**src/hdl/led_blink_sequencer_assert.svh**
```systemverilog
`ifndef LED_BLINK_SEQUENCER_ASSERT_SVH
`define LED_BLINK_SEQUENCER_ASSERT_SVH

// Same-cycle implication, checked on every rising edge outside reset.
`define LBS_ASSERT_NOW(label, ante, cons) \
	label: assert property (@(posedge clk) disable iff (!arst_n) (ante) |-> (cons)) \
		else $error("led_blink_sequencer: assertion failed");

// Next-cycle implication, checked on every rising edge outside reset.
`define LBS_ASSERT_NEXT(label, ante, cons) \
	label: assert property (@(posedge clk) disable iff (!arst_n) (ante) |=> (cons)) \
		else $error("led_blink_sequencer: assertion failed");

`endif

```
**src/hdl/lbs_pkg.sv**
```systemverilog
package lbs_pkg;

	localparam int COUNT_BITS   = 8;
	localparam int CYCLE_BITS   = 16;
	localparam int ELAPSED_BITS = 16;
	localparam int NEXT_BITS    = 9;

	localparam logic [ELAPSED_BITS-1:0] ELAPSED_MAX = '1;

	typedef enum logic [1:0] {
		FUNC_TICK  = 2'd0,
		FUNC_SET   = 2'd1,
		FUNC_BLINK = 2'd2
	} lbs_func_t;

	typedef struct packed {
		logic [1:0]  func;
		logic        level;
		logic [7:0]  blink_count;
		logic [15:0] cycle_ms;
		logic        bias;
		logic        has_handler;
	} lbs_item_t;

	typedef struct packed {
		logic        pin_level;
		logic        callback_pulse;
		logic        blinking;
		logic [15:0] blink_number;
	} lbs_result_t;

	typedef struct packed {
		logic                    steady_level;
		logic [COUNT_BITS-1:0]   blinks_total;
		logic [CYCLE_BITS-1:0]   cycle_length;
		logic                    bias_bit;
		logic                    handler_enabled;
		logic [CYCLE_BITS-1:0]   cycle_position;
		logic [CYCLE_BITS-1:0]   half_position;
		logic                    phase_bit;
		logic [ELAPSED_BITS-1:0] cycles_elapsed;
		logic [NEXT_BITS-1:0]    callbacks_next;
		logic                    started;
		logic                    pin_register;
	} lbs_state_t;

	// Half period in ticks; a cycle length of one still gives one tick.
	function automatic logic [CYCLE_BITS-1:0] half_length(input logic [CYCLE_BITS-1:0] len);
		logic [CYCLE_BITS-1:0] h;
		h = len >> 1;
		return (h == '0) ? CYCLE_BITS'(1) : h;
	endfunction

endpackage

```
**src/hdl/led_blink_sequencer.sv**
```systemverilog
// Datapath: an accepted beat is held in the input register (item_s1), then its result is registered in result_q.
// Throughput: one item per cycle; the input register and the result register
// both advance whenever the result register is empty or being taken.
// Reset: arst_n low clears all blink state (steady level low, no run, never
// started) and empties both registers; no clearing pass is needed.
module led_blink_sequencer (
	input  logic                 clk,
	input  logic                 arst_n,
	input  logic                 item_valid,
	output logic                 item_ready,
	input  lbs_pkg::lbs_item_t   item,
	output logic                 result_valid,
	input  logic                 result_ready,
	output lbs_pkg::lbs_result_t result
);
	import lbs_pkg::*;

	`include "led_blink_sequencer_assert.svh"

	lbs_item_t   item_s1;
	logic        valid_s1;
	lbs_state_t  state_q;
	lbs_state_t  state_nxt;
	lbs_result_t res_c;
	lbs_result_t result_q;
	logic        result_valid_q;
	logic        advance;

	assign advance      = !result_valid_q || result_ready;
	assign item_ready   = !valid_s1 || advance;
	assign result_valid = result_valid_q;
	assign result       = result_q;

	lbs_step u_step (
		.cur  (state_q),
		.item (item_s1),
		.nxt  (state_nxt),
		.res  (res_c)
	);

	always_ff @(posedge clk or negedge arst_n) begin
		if (!arst_n) begin
			valid_s1 <= 1'b0;
		end else if (item_ready) begin
			valid_s1 <= item_valid;
		end
	end

	always_ff @(posedge clk) begin
		if (item_valid && item_ready)
			item_s1 <= item;
	end

	always_ff @(posedge clk or negedge arst_n) begin
		if (!arst_n) begin
			result_valid_q <= 1'b0;
		end else if (advance) begin
			result_valid_q <= valid_s1;
		end
	end

	always_ff @(posedge clk) begin
		if (valid_s1 && advance)
			result_q <= res_c;
	end

	// Commit state only when the beat moves into the result register.
	always_ff @(posedge clk or negedge arst_n) begin
		if (!arst_n) begin
			state_q.steady_level    <= 1'b0;
			state_q.blinks_total    <= '0;
			state_q.cycle_length    <= CYCLE_BITS'(1);
			state_q.bias_bit        <= 1'b0;
			state_q.handler_enabled <= 1'b0;
			state_q.cycle_position  <= '0;
			state_q.half_position   <= '0;
			state_q.phase_bit       <= 1'b0;
			state_q.cycles_elapsed  <= '0;
			state_q.callbacks_next  <= '0;
			state_q.started         <= 1'b0;
			state_q.pin_register    <= 1'b0;
		end else if (valid_s1 && advance) begin
			state_q <= state_nxt;
		end
	end

	`LBS_ASSERT_NOW(a_run_implies_started, state_q.blinks_total != '0, state_q.started)
	`LBS_ASSERT_NOW(a_pulse_only_in_run, result_valid_q && result_q.callback_pulse,
		result_q.blinking)
	`LBS_ASSERT_NOW(a_blinking_has_number, result_valid_q && result_q.blinking,
		result_q.blink_number != '0)
	`LBS_ASSERT_NOW(a_half_in_range, state_q.started,
		state_q.half_position < half_length(state_q.cycle_length))
	`LBS_ASSERT_NEXT(a_stage_moves, valid_s1 && advance, result_valid_q)

endmodule

```
**src/hdl/lbs_step.sv**
```systemverilog
module lbs_step (
	input  lbs_pkg::lbs_state_t  cur,
	input  lbs_pkg::lbs_item_t   item,
	output lbs_pkg::lbs_state_t  nxt,
	output lbs_pkg::lbs_result_t res
);
	import lbs_pkg::*;

	always_comb begin
		lbs_state_t            s;
		logic                  pulse;
		logic                  do_eval;
		logic [CYCLE_BITS-1:0] hp;
		logic [CYCLE_BITS-1:0] cp;
		logic [COUNT_BITS-1:0] n;
		logic [CYCLE_BITS-1:0] c;

		s       = cur;
		pulse   = 1'b0;
		do_eval = 1'b0;
		hp      = cur.half_position + CYCLE_BITS'(1);
		cp      = cur.cycle_position + CYCLE_BITS'(1);
		n       = COUNT_BITS'(item.blink_count);
		c       = CYCLE_BITS'(item.cycle_ms);

		case (item.func)
			FUNC_TICK: begin
				if (cur.started) begin
					if (hp >= half_length(cur.cycle_length)) begin
						s.half_position = '0;
						s.phase_bit     = ~cur.phase_bit;
					end else begin
						s.half_position = hp;
					end
					if (cp >= cur.cycle_length) begin
						s.cycle_position = '0;
						if (cur.cycles_elapsed != ELAPSED_MAX)
							s.cycles_elapsed = cur.cycles_elapsed + ELAPSED_BITS'(1);
					end else begin
						s.cycle_position = cp;
					end
				end
				do_eval = 1'b1;
			end
			FUNC_SET: begin
				s.steady_level = item.level;
				s.pin_register = item.level;
				s.blinks_total = '0;
			end
			FUNC_BLINK: begin
				s.handler_enabled = 1'b0;
				s.bias_bit        = item.bias;
				s.cycle_position  = '0;
				s.half_position   = '0;
				s.phase_bit       = 1'b0;
				s.cycles_elapsed  = '0;
				s.callbacks_next  = '0;
				if (n == '0 || c == '0) begin
					s.blinks_total = '0;
					s.cycle_length = CYCLE_BITS'(1);
					s.started      = 1'b0;
					s.pin_register = cur.steady_level;
				end else begin
					s.handler_enabled = item.has_handler;
					s.blinks_total    = n;
					s.cycle_length    = c;
					s.started         = 1'b1;
					do_eval           = 1'b1;
				end
			end
			default: begin
			end
		endcase

		// End the run once enough cycles went by, else drive the blink phase and any due callback pulse.
		if (do_eval && s.blinks_total != '0) begin
			if (s.cycles_elapsed >= ELAPSED_BITS'(s.blinks_total)) begin
				s.blinks_total = '0;
				s.pin_register = s.steady_level;
			end else begin
				s.pin_register = (s.phase_bit == s.bias_bit) ? 1'b0 : 1'b1;
				if (s.cycles_elapsed >= ELAPSED_BITS'(s.callbacks_next)) begin
					pulse            = s.handler_enabled;
					s.callbacks_next = NEXT_BITS'(s.cycles_elapsed + ELAPSED_BITS'(1));
				end
			end
		end

		nxt = s;

		res.pin_level      = s.pin_register;
		res.callback_pulse = pulse;
		res.blinking       = (s.blinks_total != '0);
		if (!s.started)
			res.blink_number = '0;
		else if (s.cycles_elapsed != ELAPSED_MAX)
			res.blink_number = 16'(s.cycles_elapsed + ELAPSED_BITS'(1));
		else
			res.blink_number = 16'(ELAPSED_MAX);
	end

endmodule
```
**config.mk**
```make
export PLATFORM = sky130hd
export DESIGN_NAME = led_blink_sequencer
export DESIGN_NICKNAME = d
export VERILOG_FILES = /design/src/hdl/lbs_pkg.sv /design/src/hdl/led_blink_sequencer.sv /design/src/hdl/lbs_step.sv
export VERILOG_INCLUDE_DIRS = /design/src /design/src/hdl
export SDC_FILE = /design/constraint.sdc
export NUM_CORES = 1
export LEC_CHECK = 0
export ABC_AREA = 0
export BUFFER_PORTS_ARGS = -buffer_cell sky130_fd_sc_hd__buf_4
export CAP_MARGIN = 20
export CORE_ASPECT_RATIO = 1.75
export CORE_MARGIN = 4
export CORE_UTILIZATION = 55
export DETAILED_ROUTE_END_ITERATION = 7
export HOLD_SLACK_MARGIN = 0.06
export PLACE_DENSITY = 0.73
export SETUP_SLACK_MARGIN = 0.05
export SYNTH_ARGS = -nofsm -noshare
export SYNTH_HDL_FRONTEND = slang
export SYNTH_SLANG_ARGS = --single-unit
export TNS_END_PERCENT = 10
```
**constraint.sdc**
```tcl
create_clock -name clk -period 7.2 [get_ports clk]
set_input_delay 1.08 -clock clk [delete_from_list [all_inputs] [get_ports clk]]
set_output_delay 1.08 -clock clk [all_outputs]
set_load 0.02 [all_outputs]
```
==> results of run 1 <==
==> tightest hold or removal path, cell delays in order, from the launching register on <==
cell and delay (ns):
dfstp_2 0.37, nand2_1 0.05, nand2_1 0.04
==> routing by layer <==
metal,wire length (um),part of all wire [%],track usage (%),up-vias
met5,0,0,0,-
met4,1120,5.2,15.1,0
met3,681,3.2,3.77,71
met2,11900,55,48.8,195
met1,7870,37,27.2,3321
li1,-,-,-,3284
==> power by group through the flow <==
stage / combinational [uW] / sequential (uW) / clock (uW)
floorplan: 265 / 955 / 0
global placement: 390 / 972 / 0
detailed placement: 399 / 973 / 0
CTS: 402 / 960 / 895
global route: 454 / 970 / 925
finish: 400 / 961 / 883
==> cells by family (layout without fill, tap and decap cells) <==
logic type	after synthesis	count (layout)
DFF	137	137
adders and majority gates	55	55
and+or+nand+nor	319	319
xor gates and xnor gates	37	37
muxes	23	23
buffers and inverters	83	141
AOI/OAI and AO/OA	218	218
==> cell usage after synthesis (5+ instances only) <==
cell type	number	area share, %
a211oi_1	8	0.73
a21o_1	13	1.2
a21oi_1	36	2.2
a22o_1	5	0.53
a31oi_1	21	1.6
a32o_1	14	1.7
and2_1	5	0.38
and3_1	14	1.1
buf_2	7	0.42
clkbuf_1	31	1.4
dfrtp_1	88	27
edfxtp_1	48	17
ha_1	55	8.3
inv_1	42	1.9
mux2_2	7	0.96
mux2i_1	15	1.8
nand2_1	137	6.2
nand2b_1	12	0.91
nand3_1	24	1.5
nand4_1	13	0.99
nor2_1	46	2.1
nor2b_1	11	0.83
nor3_1	11	0.67
nor4_1	17	1.3
o211ai_1	7	0.64
o21a_1	6	0.55
o21ai_0	59	3.6
o22ai_1	20	1.5
or4_1	5	0.45
xnor2_1	19	2.0
xor2_1	18	1.9
==> layout make-up <==
type / count / area share (%)
clock inverter: 14 / 1.72
sequential: 137 / 39.0
clock buffer: 17 / 4.52
multi-input combinational: 652 / 45.2
inverter: 42 / 1.68
timing repair buffer: 68 / 5.43
tap: 183 / 2.43
==> flip-flops by register name, indices dropped and copies added (netlist names) <==
register,count
result,19
item_s1,29
state_q,87
result_valid,1
valid_s1,1
==> metrics by stage <==
| stage | std cells | hold WS [ns] |
|---|---|---|
| after global routing | 1113 | 0.504 |
| after CTS | 1113 | 0.457 |
| after global placement | 1082 | 0.446 |
| final | 1113 | 0.455 |
| after detailed placement | 1082 | 0.448 |
| after floorplan | 872 | 0.437 |
==> path summary, 6_finish.rpt <==
kind	from	to	slack (ns)	cells past startpoint
min reg2reg	state_q[62]	state_q[62]	0.45	2
min in group asynchronous	arst_n	state_q[70]	0.56	1
min	state_q[62]	state_q[62]	0.45	2
max	state_q[44]	state_q[2]	0.67	28
max in group asynchronous	arst_n	state_q[49]	5.47	2
max reg2reg	state_q[44]	state_q[2]	0.67	28
==> metrics.txt, run 1 <==
status=finished clean; worst skew pair latency=0.42 ns; Pleak=0.00411 uW; #FFs+latches synth=137; YS warnings=0; gr ovfl total=0; Die W=roughly 100 um; worst slew pin tran=between 0.8 and 0.9 ns; synthesized cell area=0.00825 mm^2; register area=0.00367 mm^2; Final TNS setup=0 ns; power density of the placed cells=between 200 and 250 mW/mm^2; crit-path leading delay family=simple AND/OR/NAND/NOR gates; pin count of the biggest net entering global routing=65; NumNets Final=slightly above 1,000; fin. max-slew vios=0; # IOs=54; Most used DFF post-synth=dfrtp_1; Clk pwr share=39.3%; slowest stage delay, CP=roughly 0.54 ns; Worst IR Drop VDD=around 0.00013 V; number of buffer and inverter stages on the critical path=3; Tmin final=roughly 6.5 ns; P_sw=slightly below 700 uW; Root Driver=clkbuf_16; Setup Viol. Count Final=0; vias in the first global route=7,097; Critical Path Start Type=flip-flop; Vias=6,871; Sw Share=30.1%; Routed Antenna Nets=0; Die ar.=~0.017 mm^2; syn avg cell area=9.47 um^2; Gate power share=~18%; dpl cell area=0.00882 mm^2; post-synthesis xor/xnor area fraction=3.93%; Net Count, Synth=960; adder-cell share of the synthesized area=8.34%; Synth cell types=between 60 and 70; Placer Congestion=0.967; post-detailed-placement half-perimeter wirelength=15.7 mm; commonest cells after routing, fill and taps aside=nand2_1, dfrtp_1, buf_4; post-placement setup slack=0.737 ns; Design Area, Final=0.00941 mm^2; core footprint=0.0148 mm^2; first-pass GRT wire length=about 35 mm; max-cap violation count=0; area of the multi-input gates=0.00426 mm^2; unrepaired setup endpoints after global routing=false; Sink Count=137; final core utilization=63.4%; Cells after Synth=872; fillers=between 1,000 and 1,500; # diodes=0; layout cell share with drive strength beyond 1=13.2%; CTS Hold Bufs=0; fmax=153 MHz; total detailed-routing wirelength=21.6 mm; die height=around 170 um; CP required=7.54 ns; Area growth, synth to finish=14.0%; total power draw=roughly 2200 uW; drt first-iter violations=366; clk slew on worst S/H paths=0.06 ns; TritonCTS buffer count=17; initial antenna violation count=0; crit path kind=flip-flop to flip-flop; main combinational cell family by area after synthesis=simple AND/OR/NAND/NOR gates; share of the yosys chip area belonging to registers=44.5%; Post-synth EDFFs=48; Hold Crit Class=flip-flop to flip-flop; Total GRT Usage=26.2%; post-DR vias/cell=approximately 6.2; worst-path maximum fanout=13; Tcrit/Tclk final=between 90% and 100%; Final Hold Viols=0; num rows=59; postcts setup bufs=0; commonest non-fill, non-tap cell in the layout=nand2_1; CTS resizes=0; WP data arrival=6.87 ns; clock skew=0.0112 ns; DR WL/cell=19.4 um; Int Pwr=1570 uW; mux cell area share after synthesis=2.96%; TritonCTS clock tree=done; Crit-path slowest cell=and3b_1; Synth async-reset ratio=65.0%; critical path endpoint category=flip-flop; H-tree level count=4; # port buffers=between 50 and 60; maximum buffer depth of the clock tree=2; Compound-Gate Fraction of Synth Area=17.4%; TritonRoute pass-1 iters=6; Starting Density=between 50 and 60%; Post-Synth Simple-Gate Area=approximately a fifth; DRC=0; Slew HR=43.1%; Final Worst Setup Slack=0.671 ns; part of the power in registers=42.8%
Power figures use the tool's default switching activity.
==> run 2, diff against run 1 <==
--- a/config.mk
+++ b/config.mk
@@ -9,12 +9,14 @@
 export ABC_AREA = 0
 export BUFFER_PORTS_ARGS = -buffer_cell sky130_fd_sc_hd__buf_4
 export CAP_MARGIN = 20
+export CELL_PAD_IN_SITES_DETAIL_PLACEMENT = 0
+export CELL_PAD_IN_SITES_GLOBAL_PLACEMENT = 1
 export CORE_ASPECT_RATIO = 1.75
 export CORE_MARGIN = 4
-export CORE_UTILIZATION = 55
+export CORE_UTILIZATION = 48
 export DETAILED_ROUTE_END_ITERATION = 7
 export HOLD_SLACK_MARGIN = 0.06
-export PLACE_DENSITY = 0.73
+export PLACE_DENSITY_LB_ADDON = 0.1
 export SETUP_SLACK_MARGIN = 0.05
 export SYNTH_ARGS = -nofsm -noshare
 export SYNTH_HDL_FRONTEND = slang
==> run 2 against run 1 <==
  * Via count is 0.29% higher
  * First-iteration DRC count down 1.4%
  * Global-route usage fell by 1.8 points
  * Non-clock buffer count is the same
  * Critical path depth stayed put
  * Clock skew fell by 0.0030 ns
  * Utilization shrank 7.8 points
  * Clock power is 6.0% lower
  * Routed wire length increased by 7.2%
  * Critical path type unchanged
  * Worst setup slack better by 0.0059 ns
  * Largest cell class unchanged
  * Cell count is 4.0% higher
  * Clock-buffer cell count increased by 5
==> metrics.txt, run 2 (same netlist as run 1, synthesis figures left out) <==
Gate power share=18.6%; die height=181 um; num rows=63; power density of the placed cells=233 mW/mm^2; TritonRoute pass-1 iters=6; critical path endpoint category=flip-flop; Slew HR=39.8%; gr ovfl total=0; Root Driver=clkbuf_16; Setup Viol. Count Final=0; DR WL/cell=20.0 um; Tmin final=6.52 ns; fmax=153 MHz; Int Pwr=roughly 1600 uW; Die ar.=0.0194 mm^2; max-cap violation count=0; worst skew pair latency=0.43 ns; worst-path maximum fanout=19; CTS Hold Bufs=0; WP data arrival=6.86 ns; total detailed-routing wirelength=23.1 mm; Final TNS setup=0 ns; layout cell share with drive strength beyond 1=12.8%; CP required=7.54 ns; Crit-path slowest cell=o21a_1; TritonCTS clock tree=done; first-pass GRT wire length=approximately 37 mm; Starting Density=about half; pin count of the biggest net entering global routing=47; Clk pwr share=a little under two fifths; Final Hold Viols=0; Hold Path Origin=state_q[62]; Routed Antenna Nets=0; Die W=107 um; Placer Congestion=slightly above 0.9; maximum buffer depth of the clock tree=2; TritonCTS buffer count=17; # diodes=0; post-DR vias/cell=5.95; clk slew on worst S/H paths=0.06 ns; vias in the first global route=7,053; initial antenna violation count=0; part of the power in registers=43.6%; number of flip-flops in the largest register=87; Sw Share=a little under 30%; Worst Setup SP=state_q[44]; H-tree level count=4; fillers=1,533; Placed Instances=1,126; Sink Count=roughly 140; CTS resizes=0; commonest non-fill, non-tap cell in the layout=nand2_1; fin cells=1,158; drt first-iter violations=361; FF-to-FF Start=state_q[44]; DRC=0; Area growth, synth to finish=14.2%; fin. max-slew vios=0; Vias=6,891; clock skew=0.00820 ns; status=finished clean; Pleak=around 0.0041 uW; commonest cells after routing, fill and taps aside=nand2_1, dfrtp_1, buf_4; crit path kind=flip-flop to flip-flop; NumNets Final=1,006; Total GRT Usage=24.4%; Tcrit/Tclk final=90.6%; # port buffers=53; core footprint=0.0169 mm^2; Worst IR Drop VDD=0.000186 V; Critical Path Start Type=flip-flop; unrepaired setup endpoints after global routing=false; slowest stage delay, CP=0.63 ns; post-detailed-placement half-perimeter wirelength=around 17 mm; worst slew pin tran=0.895 ns; # IOs=54; Hold Crit Class=flip-flop to flip-flop; Largest Register=state_q; postcts setup bufs=0; P_sw=636 uW
run 2: area by class of cell:
class / count / area, um^2 / area share (%)
clock buffer: 22 / 444 / 4.71
clock inverter: 10 / 109 / 1.15
inverter: 42 / 158 / 1.67
multi-input combinational: 652 / 4260 / 45.1
sequential: 137 / 3670 / 38.9
tap: 227 / 284 / 3.01
timing repair buffer: 68 / 510 / 5.41
run 2: worst paths after layout:
| path | slack (ns) | depth (start not counted) | endpoint |
|---|---|---|---|
| worst max-delay path | 0.68 | 28 | state_q[6] |
| worst min-delay path | 0.48 | 2 | state_q[62] |
| worst max register to register | 0.68 | 28 | state_q[6] |
| worst min register to register | 0.48 | 2 | state_q[62] |
| max in group asynchronous | 5.47 | 2 | state_q[18] |
| min in group asynchronous | 0.65 | 1 | state_q[36] |
run 2: power by group through the flow:
| stage | logic (uW) | clock network (uW) | registers (uW) |
|---|---|---|---|
| after floorplan | 265 | 0 | 955 |
| after global placement | 394 | 0 | 967 |
| after detailed placement | 410 | 0 | 969 |
| after CTS | 412 | 847 | 955 |
| after global routing | 457 | 888 | 964 |
| final | 409 | 830 | 957 |
run 2: worst max-delay path, delay by kind of cell (launching register included):
kind	cells	cell delay, ns
and+or+nand+nor	12	2.48
buffers and inverters	3	0.50
muxes	1	0.28
DFF	1	0.44
AOI/OAI and AO/OA	8	1.72
adders and majority gates	3	0.81
xor gates and xnor gates	1	0.21
run 2: metal layers:
metal / GRT usage [%] / vias up / wire [um]
met5: 0 / - / 0
met4: 12.0 / 0 / 961
met3: 3.81 / 50 / 699
met2: 46.0 / 176 / 12900
met1: 25.7 / 3369 / 8530
li1: - / 3296 / -
run 2: per-stage QoR:
stage               utilization (%)  instance area, um^2  setup WS [ns]  hold slack [ns]  power (uW)
floorplan                         -                 8250           1.32            0.437        1220
global placement               52.4                 8880          0.962            0.455        1360
detailed placement             52.4                 8880          0.703            0.465        1380
CTS                            55.6                 9430          0.704            0.481        2210
global route                   55.6                 9430          0.135            0.505        2310
finish                         55.6                 9430          0.677            0.479        2200
==> run 3, diff against run 2 <==
--- a/config.mk
+++ b/config.mk
@@ -17,6 +17,7 @@
 export DETAILED_ROUTE_END_ITERATION = 7
 export HOLD_SLACK_MARGIN = 0.06
 export PLACE_DENSITY_LB_ADDON = 0.1
+export RECOVER_POWER = 100
 export SETUP_SLACK_MARGIN = 0.05
 export SYNTH_ARGS = -nofsm -noshare
 export SYNTH_HDL_FRONTEND = slang
==> run 3 against run 2 <==
  * The flow now finishes with violations (capacitance limit, slew limit)
  * Global-route usage unchanged
  * Combinational power is 3% lower
  * Cell count stayed put
  * Utilization is 0.74 points lower
  * Hold slack about the same
  * Sequential power about the same
==> metrics.txt, run 3 (same netlist as run 1, synthesis figures left out) <==
Hold Crit Class=flip-flop to flip-flop; Clk pwr share=38.0%; Critical Path Start Type=flip-flop; DRC=0; commonest cells after routing, fill and taps aside=nand2_1, dfrtp_1, o21ai_0; total power draw=2190 uW; H-tree level count=4; num rows=63; NumNets Final=1,006; Area growth, synth to finish=12.7%; worst-path maximum fanout=19; Pleak=around 0.0040 uW; TritonRoute pass-1 iters=6; r2r setup slk=0.67 ns; initial antenna violation count=0; critical path endpoint category=flip-flop; Gate power share=18.2%; # IOs=54; Reg-to-Reg End=state_q[6]; Slew HR=-77.7%; fin cells=1,158; part of the power in registers=43.8%; postcts setup bufs=0; P_sw=637 uW; # port buffers=53; Worst IR Drop VDD=0.000187 V; maximum buffer depth of the clock tree=2; unrepaired setup endpoints after global routing=false; hold endpoint=state_q[62]; layout cell share with drive strength beyond 1=9.02%; worst skew pair latency=0.43 ns; pin count of the biggest net entering global routing=47; crit path kind=flip-flop to flip-flop; power density of the placed cells=about 230 mW/mm^2; Setup Viol. Count Final=0; violated checks=capacitance limit, slew limit; TritonCTS buffer count=17; final core utilization=about 55%; Sink Count=137; vias in the first global route=7,053; # diodes=0; Tcrit/Tclk final=90.8%; clk slew on worst S/H paths=approximately 0.060 ns; fmax=153 MHz; WP data arrival=6.88 ns; max-cap violation count=4; FF-to-FF Start=state_q[44]; first-pass GRT wire length=36.6 mm; Die W=107 um; gr ovfl total=0; register area=0.00367 mm^2; Total GRT Usage=approximately 24%; Int Pwr=1550 uW; number of flip-flops in the largest register=87; worst slew pin tran=2.67 ns; fin. max-slew vios=150; cell depth of the worst setup path=26; Sw Share=29.2%; Final TNS setup=0 ns; number of buffer and inverter stages on the critical path=2; area of the multi-input gates=approximately 0.0042 mm^2; post-detailed-placement half-perimeter wirelength=17.3 mm; WHS=0.479 ns; Vias=6,866; Crit-path slowest cell=and3b_1; Hold Path Origin=state_q[62]; Die ar.=0.0194 mm^2; CTS resizes=0; TritonCTS clock tree=done; Tmin final=6.53 ns; Placed Instances=1,126; clock skew=0.0102 ns; Root Driver=clkbuf_16; DR WL/cell=19.9 um; post-DR vias/cell=5.93; crit-path leading delay family=simple AND/OR/NAND/NOR gates; drt first-iter violations=~390; Largest Register=state_q; CTS Hold Bufs=0; WHS Path Cells=2; CP required=~7.5 ns; worst r2r path cells=26; Placer Congestion=between 0.9 and 1; die height=roughly 180 um; commonest non-fill, non-tap cell in the layout=nand2_1; slowest stage delay, CP=between 0.5 and 0.6 ns; fillers=roughly 1,600; Final Hold Viols=0; total detailed-routing wirelength=around 23 mm; status=finished with violations; Routed Antenna Nets=0; core footprint=0.0169 mm^2; Starting Density=48.7%
run 3: worst max-delay path by stage:
| stage | from | to |
|---|---|---|
| final | state_q[44] | state_q[6] |
| after global routing | state_q[44] | state_q[2] |
| after CTS | state_q[44] | state_q[9] |
| after detailed placement | state_q[44] | state_q[6] |
| after global placement | state_q[44] | state_q[10] |
| after floorplan | state_q[44] | state_q[2] |
run 3: layout make-up:
class	instances	area share [%]
Multi-Input combinational cell	652	45.6
Clock buffer	22	4.77
Inverter	42	1.69
Sequential cell	137	39.4
Clock inverter	10	1.17
Tap cell	227	3.05
Timing Repair Buffer	68	4.28
run 3: metrics by stage:
stage               area [um^2]  worst slack (ns)
finish                     9310             0.666
global route               9310            0.0813
CTS                        9430             0.704
detailed placement         8880             0.703
global placement           8880             0.962
floorplan                  8250              1.32
run 3: power by group through the flow:
| stage | clock (uW) | sequential [uW] | combinational (uW) |
|---|---|---|---|
| floorplan | 0 | 955 | 265 |
| global placement | 0 | 967 | 394 |
| detailed placement | 0 | 969 | 410 |
| CTS | 847 | 955 | 412 |
| global route | 888 | 965 | 446 |
| finish | 831 | 957 | 397 |
run 3: routing by layer:
layer / vias to the layer above / part of all wire (%) / GRT usage [%]
met5: - / 0 / 0
met4: 0 / 4.3 / 12.0
met3: 54 / 2.9 / 3.81
met2: 161 / 56 / 46.0
met1: 3360 / 37 / 25.7
li1: 3291 / - / -
run 3: worst register-to-register path: cells and delay by family (launching register included):
kind            cells  cell delay [ns]
buf+inv             2             0.32
simple gates       12             2.81
fa+ha+maj           3             0.79
flops               1             0.44
mux                 2             0.75
xor+xnor            1             0.16
compound gates      6             1.18
